<file path="src/rtl/lws_pkg.sv">
// shared types and constants for the latency window statistics block
package lws_pkg;

  localparam int SAMPLE_W  = 32;
  localparam int COUNT_W   = 20;
  localparam int SUM_W     = 52;
  localparam int ALU_W     = SUM_W + 1;
  localparam int DIV_STEPS = SUM_W;
  localparam int STEP_W    = $clog2(DIV_STEPS);
  localparam int APB_DW    = 32;
  localparam int APB_AW    = 3;

  localparam logic signed [SAMPLE_W-1:0] MIN_START = SAMPLE_W'(1000000000);
  localparam logic signed [SAMPLE_W-1:0] MAX_START = -SAMPLE_W'(1000000000);

  localparam logic [COUNT_W-1:0] WINDOW_LENGTH_RESET = COUNT_W'(20000);

  // register indexes
  localparam logic REG_WINDOW_LENGTH = 1'b0;
  localparam logic REG_OVERALL_MODE  = 1'b1;

  typedef enum logic {
    ALU_ADD,
    ALU_SUB
  } alu_op_t;

  typedef struct packed {
    alu_op_t          op;
    logic [ALU_W-1:0] a;
    logic [ALU_W-1:0] b;
  } alu_req_t;

  typedef struct packed {
    logic [COUNT_W-1:0] window_length;
    logic               overall_mode;
  } cfg_t;

  typedef enum logic [2:0] {
    ST_IDLE,
    ST_MIN,
    ST_MAX,
    ST_ACC,
    ST_ABS,
    ST_DIV,
    ST_SIGN
  } lws_state_t;

endpackage

</file>
<file path="src/rtl/lws_ifs.sv">
// valid/ready channel interfaces for samples and results
interface lws_sample_if import lws_pkg::*; ();
  logic                       valid;
  logic                       ready;
  logic signed [SAMPLE_W-1:0] latency_sample;

  modport source (output valid, output latency_sample, input ready);
  modport sink   (input valid, input latency_sample, output ready);
endinterface

interface lws_result_if import lws_pkg::*; ();
  logic                       valid;
  logic                       ready;
  logic signed [SAMPLE_W-1:0] window_min;
  logic signed [SAMPLE_W-1:0] window_max;
  logic signed [SAMPLE_W-1:0] window_average;

  modport source (output valid, output window_min, output window_max,
                  output window_average, input ready);
  modport sink   (input valid, input window_min, input window_max,
                  input window_average, output ready);
endinterface

</file>
<file path="src/rtl/latency_window_statistics_top.sv">
// top level of the windowed latency statistics block
//
// takes one signed nanosecond latency word per handshake and keeps the
// minimum, the maximum and a 52-bit running sum over a window of
// window_length samples (0 acts as 1); on the window's last sample one
// result word carries min, max and the average, truncated toward zero.
// all datapath arithmetic goes through a single 53-bit add/subtract unit
// under a small sequencer. a sample that does not close the window holds
// the input off after acceptance while the sequencer runs min compare,
// max compare and accumulate, so a new sample is only taken once the last
// is through. a closing sample adds a magnitude step, a 52-step restoring
// divide at one quotient bit per cycle and a sign fix-up before the input
// is ready again. the result sits in an output register, so the block
// keeps taking samples while it waits to be taken, and only stalls if a
// second window closes before the first result is taken.
// registers sit on an apb port: window_length at 0x0 (20 bits, reset
// 20000) and overall_mode at 0x4 (1 bit, reset 1: min/max kept across
// windows; 0 restarts them at +1e9/-1e9 each window). write them only
// while the block is idle.
module latency_window_statistics_top import lws_pkg::*; (
  input  logic              clk,
  input  logic              rst,
  input  logic              psel,
  input  logic              penable,
  input  logic              pwrite,
  input  logic [APB_AW-1:0] paddr,
  input  logic [APB_DW-1:0] pwdata,
  output logic [APB_DW-1:0] prdata,
  output logic              pready,
  lws_sample_if.sink        sample,
  lws_result_if.source      result
);

  cfg_t             cfg;
  alu_req_t         alu_req;
  logic [ALU_W-1:0] alu_res;

  // configuration registers
  lws_cfg u_cfg (
    .clk     (clk),
    .rst     (rst),
    .psel    (psel),
    .penable (penable),
    .pwrite  (pwrite),
    .paddr   (paddr),
    .pwdata  (pwdata),
    .prdata  (prdata),
    .pready  (pready),
    .cfg     (cfg)
  );

  // the one shared arithmetic unit
  lws_alu u_alu (
    .req (alu_req),
    .res (alu_res)
  );

  // sequencer, statistics registers, divider registers and output register
  lws_core u_core (
    .clk       (clk),
    .rst       (rst),
    .cfg       (cfg),
    .in_valid  (sample.valid),
    .in_ready  (sample.ready),
    .in_sample (sample.latency_sample),
    .out_valid (result.valid),
    .out_ready (result.ready),
    .out_min   (result.window_min),
    .out_max   (result.window_max),
    .out_avg   (result.window_average),
    .alu_req   (alu_req),
    .alu_res   (alu_res)
  );

  // a sample keeps the sequencer busy for at least the compare cycles
  a_busy_after_accept: assert property (
    @(posedge clk) disable iff (rst)
    (sample.valid && sample.ready) |=> !sample.ready
  ) else $error("input ready straight after a sample word was taken");

  // a result only appears after the divide and sign fix-up, never right after a take
  a_result_not_early: assert property (
    @(posedge clk) disable iff (rst)
    $rose(result.valid) |-> !$past(sample.valid && sample.ready)
  ) else $error("result word raised directly after a sample word");

  // a window result is only loaded from the sign fix-up, with the input held off
  a_result_while_busy: assert property (
    @(posedge clk) disable iff (rst)
    $rose(result.valid) |-> !$past(sample.ready)
  ) else $error("result word loaded while the sequencer was idle");

endmodule

</file>
<file path="src/rtl/lws_cfg.sv">
// apb register file for window length and overall mode
module lws_cfg import lws_pkg::*; (
  input  logic              clk,
  input  logic              rst,
  input  logic              psel,
  input  logic              penable,
  input  logic              pwrite,
  input  logic [APB_AW-1:0] paddr,
  input  logic [APB_DW-1:0] pwdata,
  output logic [APB_DW-1:0] prdata,
  output logic              pready,
  output cfg_t              cfg
);

  logic reg_index;
  logic wr_en;

  assign reg_index = paddr[2];
  assign wr_en     = psel && penable && pwrite;
  assign pready    = 1'b1;

  always_ff @(posedge clk) begin
    if (rst) begin
      cfg.window_length <= WINDOW_LENGTH_RESET;
      cfg.overall_mode  <= 1'b1;
    end else if (wr_en) begin
      unique case (reg_index)
        REG_WINDOW_LENGTH: cfg.window_length <= pwdata[COUNT_W-1:0];
        REG_OVERALL_MODE:  cfg.overall_mode  <= pwdata[0];
      endcase
    end
  end

  always_comb begin
    unique case (reg_index)
      REG_WINDOW_LENGTH: prdata = {{(APB_DW-COUNT_W){1'b0}}, cfg.window_length};
      REG_OVERALL_MODE:  prdata = {{(APB_DW-1){1'b0}}, cfg.overall_mode};
    endcase
  end

endmodule

</file>
<file path="src/rtl/lws_alu.sv">
// shared wide adder/subtractor used for compares, accumulation, negation and division
module lws_alu import lws_pkg::*; (
  input  alu_req_t         req,
  output logic [ALU_W-1:0] res
);

  always_comb begin
    case (req.op)
      ALU_ADD: res = req.a + req.b;
      ALU_SUB: res = req.a - req.b;
      default: res = req.a - req.b;
    endcase
  end

endmodule

</file>
<file path="src/rtl/lws_core.sv">
// sequencer and datapath registers: min, max, running sum and restoring divide
module lws_core import lws_pkg::*; (
  input  logic                       clk,
  input  logic                       rst,
  input  cfg_t                       cfg,
  input  logic                       in_valid,
  output logic                       in_ready,
  input  logic signed [SAMPLE_W-1:0] in_sample,
  output logic                       out_valid,
  input  logic                       out_ready,
  output logic signed [SAMPLE_W-1:0] out_min,
  output logic signed [SAMPLE_W-1:0] out_max,
  output logic signed [SAMPLE_W-1:0] out_avg,
  output alu_req_t                   alu_req,
  input  logic [ALU_W-1:0]           alu_res
);

  lws_state_t state, state_next;

  logic signed [SAMPLE_W-1:0] sample_q;
  logic signed [SAMPLE_W-1:0] min_seen;
  logic signed [SAMPLE_W-1:0] max_seen;
  logic signed [SUM_W-1:0]    running_sum;
  logic [COUNT_W-1:0]         count;
  logic                       close_win;
  logic                       sum_neg;
  logic [SUM_W-1:0]           dq;
  logic [COUNT_W-1:0]         rem;
  logic [STEP_W-1:0]          step;

  logic [COUNT_W-1:0] len_eff;
  logic [COUNT_W-1:0] cnt1;
  logic               closes;
  logic [COUNT_W:0]   trial;
  logic               fits;
  logic               out_free;
  logic               accept;
  logic               last_step;

  function automatic logic [ALU_W-1:0] sext(input logic [SAMPLE_W-1:0] x);
    return {{(ALU_W-SAMPLE_W){x[SAMPLE_W-1]}}, x};
  endfunction

  assign len_eff   = (cfg.window_length == '0) ? COUNT_W'(1) : cfg.window_length;
  assign cnt1      = count + COUNT_W'(1);
  assign closes    = (cnt1 == '0) || (cnt1 >= len_eff);
  assign trial     = {rem, dq[SUM_W-1]};
  assign fits      = !alu_res[ALU_W-1];
  assign out_free  = !out_valid || out_ready;
  assign accept    = in_valid && in_ready;
  assign last_step = (step == STEP_W'(DIV_STEPS - 1));

  always_ff @(posedge clk) begin
    if (rst) state <= ST_IDLE;
    else     state <= state_next;
  end

  always_comb begin
    state_next  = state;
    in_ready    = 1'b0;
    alu_req.op  = ALU_SUB;
    alu_req.a   = '0;
    alu_req.b   = '0;
    unique case (state)
      ST_IDLE: begin
        in_ready = 1'b1;
        if (in_valid) state_next = ST_MIN;
      end
      ST_MIN: begin
        alu_req.a  = sext(sample_q);
        alu_req.b  = sext(min_seen);
        state_next = ST_MAX;
      end
      ST_MAX: begin
        alu_req.a  = sext(max_seen);
        alu_req.b  = sext(sample_q);
        state_next = ST_ACC;
      end
      ST_ACC: begin
        alu_req.op = ALU_ADD;
        alu_req.a  = {running_sum[SUM_W-1], running_sum};
        alu_req.b  = sext(sample_q);
        state_next = close_win ? ST_ABS : ST_IDLE;
      end
      ST_ABS: begin
        alu_req.b  = {running_sum[SUM_W-1], running_sum};
        state_next = ST_DIV;
      end
      ST_DIV: begin
        alu_req.a = {{(ALU_W-COUNT_W-1){1'b0}}, trial};
        alu_req.b = {{(ALU_W-COUNT_W){1'b0}}, len_eff};
        if (last_step) state_next = ST_SIGN;
      end
      ST_SIGN: begin
        alu_req.b = {1'b0, dq};
        if (out_free) state_next = ST_IDLE;
      end
    endcase
  end

  // control state
  always_ff @(posedge clk) begin
    if (rst) begin
      min_seen    <= MIN_START;
      max_seen    <= MAX_START;
      running_sum <= '0;
      count       <= '0;
      step        <= '0;
      out_valid   <= 1'b0;
    end else begin
      // load from the sign fix-up, otherwise hold until taken
      out_valid <= (state == ST_SIGN && out_free) || (out_valid && !out_ready);
      unique case (state)
        ST_IDLE: begin
          if (accept) begin
            if (count == '0 && !cfg.overall_mode) begin
              min_seen <= MIN_START;
              max_seen <= MAX_START;
            end
            count <= closes ? '0 : cnt1;
          end
        end
        ST_MIN: if (alu_res[ALU_W-1]) min_seen <= sample_q;
        ST_MAX: if (alu_res[ALU_W-1]) max_seen <= sample_q;
        ST_ACC: running_sum <= alu_res[SUM_W-1:0];
        ST_ABS: begin
          running_sum <= '0;
          step        <= '0;
        end
        ST_DIV: step <= step + STEP_W'(1);
        ST_SIGN: ;
      endcase
    end
  end

  // payload
  always_ff @(posedge clk) begin
    case (state)
      ST_IDLE: begin
        if (accept) begin
          sample_q  <= in_sample;
          close_win <= closes;
        end
      end
      ST_ABS: begin
        sum_neg <= running_sum[SUM_W-1];
        dq      <= running_sum[SUM_W-1] ? alu_res[SUM_W-1:0] : running_sum;
        rem     <= '0;
      end
      ST_DIV: begin
        rem <= fits ? alu_res[COUNT_W-1:0] : trial[COUNT_W-1:0];
        dq  <= {dq[SUM_W-2:0], fits};
      end
      ST_SIGN: begin
        if (out_free) begin
          out_min <= min_seen;
          out_max <= max_seen;
          out_avg <= sum_neg ? alu_res[SAMPLE_W-1:0] : dq[SAMPLE_W-1:0];
        end
      end
      default: ;
    endcase
  end

endmodule
</file>
<file path="src/flat_wrapper.sv">
// flat-port wrapper written by rule: the top's interface ports become plain ports
module latency_window_statistics_top_flat import lws_pkg::*;
  (clk, rst, psel, penable, pwrite, paddr, pwdata, prdata, pready, sample_valid, sample_latency_sample, sample_ready, result_valid, result_window_min, result_window_max, result_window_average, result_ready);
  lws_sample_if sample_i ();
  lws_result_if result_i ();
  input  logic clk;
  input  logic rst;
  input  logic psel;
  input  logic penable;
  input  logic pwrite;
  input  logic [APB_AW-1:0] paddr;
  input  logic [APB_DW-1:0] pwdata;
  output logic [APB_DW-1:0] prdata;
  output logic pready;
  input wire logic [$bits(sample_i.valid)-1:0] sample_valid;
  input wire logic [$bits(sample_i.latency_sample)-1:0] sample_latency_sample;
  output wire logic [$bits(sample_i.ready)-1:0] sample_ready;
  output wire logic [$bits(result_i.valid)-1:0] result_valid;
  output wire logic [$bits(result_i.window_min)-1:0] result_window_min;
  output wire logic [$bits(result_i.window_max)-1:0] result_window_max;
  output wire logic [$bits(result_i.window_average)-1:0] result_window_average;
  input wire logic [$bits(result_i.ready)-1:0] result_ready;
  assign sample_i.valid = sample_valid;
  assign sample_i.latency_sample = sample_latency_sample;
  assign sample_ready = sample_i.ready;
  assign result_valid = result_i.valid;
  assign result_window_min = result_i.window_min;
  assign result_window_max = result_i.window_max;
  assign result_window_average = result_i.window_average;
  assign result_i.ready = result_ready;
  latency_window_statistics_top u_core (.clk(clk), .rst(rst), .psel(psel), .penable(penable), .pwrite(pwrite), .paddr(paddr), .pwdata(pwdata), .prdata(prdata), .pready(pready), .sample(sample_i), .result(result_i));
endmodule
</file>
<file path="config.mk">
export PLATFORM = sky130hd
export DESIGN_NAME = latency_window_statistics_top_flat
export DESIGN_NICKNAME = d
export VERILOG_FILES = /design/src/rtl/lws_pkg.sv /design/src/rtl/lws_ifs.sv /design/src/rtl/latency_window_statistics_top.sv /design/src/rtl/lws_cfg.sv /design/src/rtl/lws_alu.sv /design/src/rtl/lws_core.sv /design/src/flat_wrapper.sv
export SDC_FILE = /design/constraint.sdc
export NUM_CORES = 1
export LEC_CHECK = 0
export BUFFER_PORTS_ARGS = -buffer_cell sky130_fd_sc_hd__buf_2
export CAP_MARGIN = 30
export CORE_MARGIN = 2
export CORE_UTILIZATION = 50
export CTS_BUF_LIST = sky130_fd_sc_hd__clkbuf_16
export DETAILED_ROUTE_END_ITERATION = 16
export PLACE_DENSITY = 0.69
export SLEW_MARGIN = 10
export SYNTH_ARGS = -nofsm -noshare
export SYNTH_HDL_FRONTEND = slang
export SYNTH_SLANG_ARGS = --single-unit
</file>
<file path="constraint.sdc">
create_clock -name clk -period 8.5 [get_ports clk]
set_clock_uncertainty 0.05 [all_clocks]
set_input_delay 0.425 -clock clk [delete_from_list [all_inputs] [get_ports clk]]
set_output_delay 0.425 -clock clk [all_outputs]
set_load 0.05 [all_outputs]
</file>
Yosys cells after proc, flatten, opt, wreduce, memory -nomap -nowiden:

Index checks and enable logic that the tools add are counted.

* $add $sub $neg: 4
* magnitude comparators: 1
* equal/unequal tests: 14
* multiplexer cells: 27
* bitwise gates (word level): 1
* reductions and logical operators: 29

Operator list (number)
* 53-bit one-hot mux with 5 select lines: 1
* 53-bit one-hot mux with 4 select lines: 1
* 52-bit one-hot mux with 2 select lines: 2
* 32-bit 2-to-1 mux: 6
* 32-bit one-hot mux with 2 select lines: 3
* 53-bit one-hot mux with 2 select lines: 1
* 20-bit zero test: 3
* 20-bit 2-to-1 mux: 3
* 53-bit adder: 1
* 53-bit subtractor: 1
* 52-bit 2-to-1 mux: 1
* 20-bit one-hot mux with 2 select lines: 1
* 3-bit one-hot mux with 7 select lines: 1
* 20-bit by 1-bit adder with 20-bit output, second input constant: 1
* 20-bit >= comparator: 1
* 2-bit inequality test, second input constant: 7
* 3-bit 2-to-1 mux: 4
* 6-bit one-hot mux with 2 select lines: 1
* 3-bit equality test, second input constant: 3
* 2-bit AND reduction: 4
* 4-bit AND reduction: 2
* 2-bit nonzero test: 4
* 6-bit by 1-bit adder with 6-bit output, second input constant: 1
* 3-bit by 2-bit equality test with 1-bit output, second input constant: 2
* other kinds (10): 21

* register bits after elaboration: 369
* bits of input ports: 74
* output and inout bits: 131
* logic and storage cells: 93

Depth between registers and ports, before layout:

* depth in word-level cells: 7
* mapped depth: 31

Modules after synthesis:

From an unflattened synthesis, not the netlist that was laid out.

* cells, all modules: 2285
* area, all modules: 21598.2 um2

By module, submodules not included
* lws_core: times used 1, cells an instance 1531, area an instance 16294.4 um2, sequential area each 8988.6 um2
* lws_alu: times used 1, cells an instance 624, area an instance 4137.7 um2, sequential area each 0.0 um2
* lws_cfg: times used 1, cells an instance 130, area an instance 1166.1 um2, sequential area each 420.4 um2

Worst setup path before layout:

OpenSTA, ideal clock, no wires.

* kind: reg-to-reg
* start: reg u_core.u_core.state[0]
* end: reg u_core.u_core.max_seen[24]
* setup time: 0.117 ns
* data arrival time: 5.924 ns
* required time: 8.333 ns
* setup slack: 2.409 ns
* cell stages (with the launch flop): 28
* period minus slack after synthesis: 6.091 ns
* path through: dfxtp_1 buf_6 buf_6 buf_4 clkbuf_1 mux2_2 a221o_1 o21ai_1 o21ai_0 nor4_1 and2b_1 nand2_1 nor2_1 a21oi_1 xnor2_1 ha_1 a21oi_1 o221ai_1 a31oi_1 a21oi_1 a211o_1 a21o_1 o211ai_1 o21ai_1 xor2_4 a22o_1 buf_6 a22o_1

* longest elaborated chain between the ends: 7
* elaborated cells on any way between the ends: 22

RTL lines
* start: declaration: RTL line lws_core.sv:18 `lws_state_t state, state_next;`
* start signal: assignment: RTL line lws_core.sv:55 `else state <= state_next;`
* 3-bit by 2-bit equality test with 1-bit output (on tied branches): RTL line lws_core.sv:64, lws_core.sv:113
* 2-bit OR reduction (no line)
* 53-bit one-hot mux with 5 select lines: RTL line lws_core.sv:64 `unique case (state)`
* 53-bit subtractor / 53-bit adder (equally long branches)
* 53-bit one-hot mux with 2 select lines: RTL line lws_alu.sv:8 `case (req.op)`
* 2-bit inequality test (no line)
* 4-bit AND reduction (no line)
* end signal: assignment: RTL line lws_core.sv:124 `ST_MAX: if (alu_res[ALU_W-1]) max_seen <= sample_q;`
* end: declaration: RTL line lws_core.sv:22 `logic signed [SAMPLE_W-1:0] max_seen;`

Parallel ways exist; a longest one is shown, timed or not.
A chain may end at the register's enable or synchronous reset.

Worst setup path after layout:

* start: reg u_core.u_core.state[0]
* end: reg u_core.u_core.min_seen[23]

* longest elaborated chain between the ends: 7
* elaborated cells on any way between the ends: 22

RTL lines
* 3-bit by 2-bit equality test with 1-bit output: RTL line lws_core.sv:64
* 2-bit OR reduction (no line)
* 53-bit one-hot mux with 5 select lines: RTL line lws_core.sv:64
* 53-bit subtractor / 53-bit adder (equally long branches)
* 53-bit one-hot mux with 2 select lines: RTL line lws_alu.sv:8
* 2-bit inequality test (no line)
* 4-bit AND reduction (no line)
* end signal: assignment: RTL line lws_core.sv:123 `ST_MIN: if (alu_res[ALU_W-1]) min_seen <= sample_q;`
* end: declaration: RTL line lws_core.sv:21 `logic signed [SAMPLE_W-1:0] min_seen;`

Parallel ways exist; a longest one is shown, timed or not.

==> results.md <==
* CP max FO at 22
* Tmin final at 8.05 ns
* Post-Layout Cell Count at 2933
* Finished Core Util at 0.585
* Post-synth EDFFs at 202
* Clock buffer count from CTS at 41
* Via density at 6.24
* First-pass GRT wire length at 103000 µm
* WS Path Type: flop to flop
* Slew Limit Headroom at 0.358
* Final setup violation count at 0
* Slew Viols, Final at 0
* Die X at 210 µm
* Peak supply drop at 0.129 mV
* CTS tree: built
* Setup TNS Final at 0 ns
* Detail Placement HPWL at 47400 µm
* Starting Density at 0.506
* TritonRoute pass-1 iters at 6
* WP buf/inv at 1
* Row cnt at 75
* Post-CTS Hold Buffers at 33
* Pwr Density at 246 nW/µm²
* Gpl congestion at 0.980
* Outcome: completed
* CP top delay family: compound AO/OA/AOI/OAI gates
* Post-Synthesis Cells at 2192
* Post-cts sizing count at 0
* Via count at 18300
* Classification of the worst-slack hold path: primary input to flop
* Fmax at 124 MHz
* Most common cell after layout, fill and taps aside: nand2_1
* Clock slew at reported path FFs at 0.06 ns
* WP data arrival at 8.45 ns
* Crit end category: flop
* Vias in the first global route at 17600
* Crit path top cell by count: a21oi_1
* Worst-Margin Slew at 0.963 ns
* Die area at 44000 µm²
* Period utilisation layout at 0.947
* Max stage delay on crit path at 0.74 ns
* Post-synthesis async set-or-reset flop share at 0
* Most frequent cells in the layout: nand2_1 (264), edfxtp_1 (202), buf_2 (177)
* Ratio of cells with drive above 1 in the final layout at 0.166
* Initial DRC count at 1835
* Ports at 205
* I/O Buffers at 177
* Final wirelength at 67300 µm
* Synthesized cell area at 21200 µm²
* TritonCTS Sinks at 369
* Clk Tree Root Cell: clkbuf_16
* CTS Buffer Depth at 3
* Nets at 2510
* Post-synth cell types at 90
* Synthesized area per cell at 9.66 µm²
* Total core area at 41900 µm²
* GRT Overall Usage at 0.302
* Hold Vio Cnt, Final at 0
* CP required at 8.91 ns
* Layout area overhead at 15.6%
* Post-DRT Antenna Nets at 0
* Critical path, cell by cell: and2b_1 > a221oi_1 > a2bb2oi_1 > nand4_1 > nor4_1 > buf_4 > and2b_1 > nand2_1 > nor2_1 > a21oi_1 > xnor2_1 > ha_1 > a21oi_1 > o221ai_1 > a31oi_1 > a21oi_1 > a211o_1 > a21o_1 > o211ai_1 > o21ai_1 > xnor2_2 > nand3b_1 > o22a_1
* Unrepaired setup endpoints after global routing: no
* YS warnings at 0
* Total gr overflow at 0
* Largest net degree at the start of global routing at 91
* DRC errors left at 0
* # Post-CTS Setup Buffers at 0
* WL per Instance at 23.0 µm
* CTS H-tree depth at 2
* Worst-skew pair later-pin latency at 0.58 ns
* Top FF cell, synth: edfxtp_1
* Seq/Total Area, Yosys at 0.444
* Power Total at 6.02 mW
* Fillcell total at 3610
* Critical Path Source Type: flop
* Leakage Power at 9.55 nW
* Hold Slack at 0.0161 ns
* Chip height at 210 µm
* CP max stage cell: xnor2_2
* Synth Register Bits at 369
* Antenna violations before repair at 2
* Max_cap viols at 0
* DP Cell Count at 2820
-- through the flow --
stage	setup WS (ns)	area, µm²
after detailed placement	0.617	22600
after CTS	0.601	24500
after global placement	0.660	22500
after floorplan	2.41	21200
final	0.453	24500
after global routing	0.0396	24500
-- power by group --
part           switching [mW]  internal (mW)  total, mW
clock network           0.768           1.19       1.96
logic                    1.28          0.737       2.01
registers              0.0861           1.96       2.04
-- layer usage --
metal  routed length [µm]  track usage  part of all wire
met1                29100        0.411              0.43
met2                29800        0.469              0.44
met3                 6100       0.0699             0.091
met4                 2340        0.116             0.035
met5                    0            0                 0
-- logic make-up after synthesis --
kind of cell / Yosys count / synth area share
and+or+nand+nor: 618 / 0.133
DFF: 369 / 0.444
adders and majority gates: 77 / 0.0458
AOI/OAI and AO/OA: 661 / 0.217
other: 2 / 0.000354
buffers and inverters: 222 / 0.0459
muxes: 130 / 0.0659
xor gates and xnor gates: 113 / 0.0483
-- flip-flops by register name (all words and copies together) (netlist names), 21 cells and up --
register                   count
u_core.u_core.dq              52
u_core.u_core.max_seen        32
u_core.u_core.out_avg         32
u_core.u_core.out_min         32
u_core.u_core.min_seen        32
u_core.u_core.sample_q        32
u_core.u_core.running_sum     52
u_core.u_cfg.cfg              21
u_core.u_core.out_max         32
-- worst paths after layout --
check	from	end	slack, ns	cells past startpoint
worst min register to register	u_core.u_cfg.cfg[1]$_SDFFE_PP0P_	u_core.u_cfg.cfg[1]$_SDFFE_PP0P_	0.41	2
worst max register to register	u_core.u_core.state[0]$_SDFFE_PP0P_	u_core.u_core.min_seen[23]$_SDFFE_PP1P_	0.45	23
worst min-delay path	pwdata[10]	u_core.u_cfg.cfg[11]$_SDFFE_PP1P_	0.02	2
worst max-delay path	u_core.u_core.state[0]$_SDFFE_PP0P_	u_core.u_core.min_seen[23]$_SDFFE_PP1P_	0.45	23
-- cell usage after synthesis, types with 46 or more instances --
| cell | count | share of area |
|---|---|---|
| inv_1 | 68 | 0.012 |
| a22o_1 | 63 | 0.026 |
| a21o_1 | 58 | 0.021 |
| a22oi_1 | 83 | 0.029 |
| xnor2_1 | 75 | 0.031 |
| mux2i_1 | 75 | 0.035 |
| o21ai_0 | 133 | 0.031 |
| mux2_2 | 46 | 0.024 |
| dfxtp_1 | 167 | 0.16 |
| edfxtp_1 | 202 | 0.29 |
| nor2_1 | 164 | 0.029 |
| a21oi_1 | 129 | 0.030 |
| nand2_1 | 264 | 0.047 |
| ha_1 | 76 | 0.045 |
| clkbuf_1 | 89 | 0.016 |
-- area by class of cell --
type                            count  area (µm²)  share of cell area
Tap cell                          539         674              0.0275
Antenna cell                        2        5.00            0.000204
Sequential cell                   369        9420               0.385
Timing Repair Buffer              264        1720              0.0701
Multi-Input combinational cell   1612       10900               0.446
Clock buffer                       46        1150              0.0470
Clock inverter                     30         345              0.0141
Inverter                           71         267              0.0109
(Power assumes the default switching activity.)
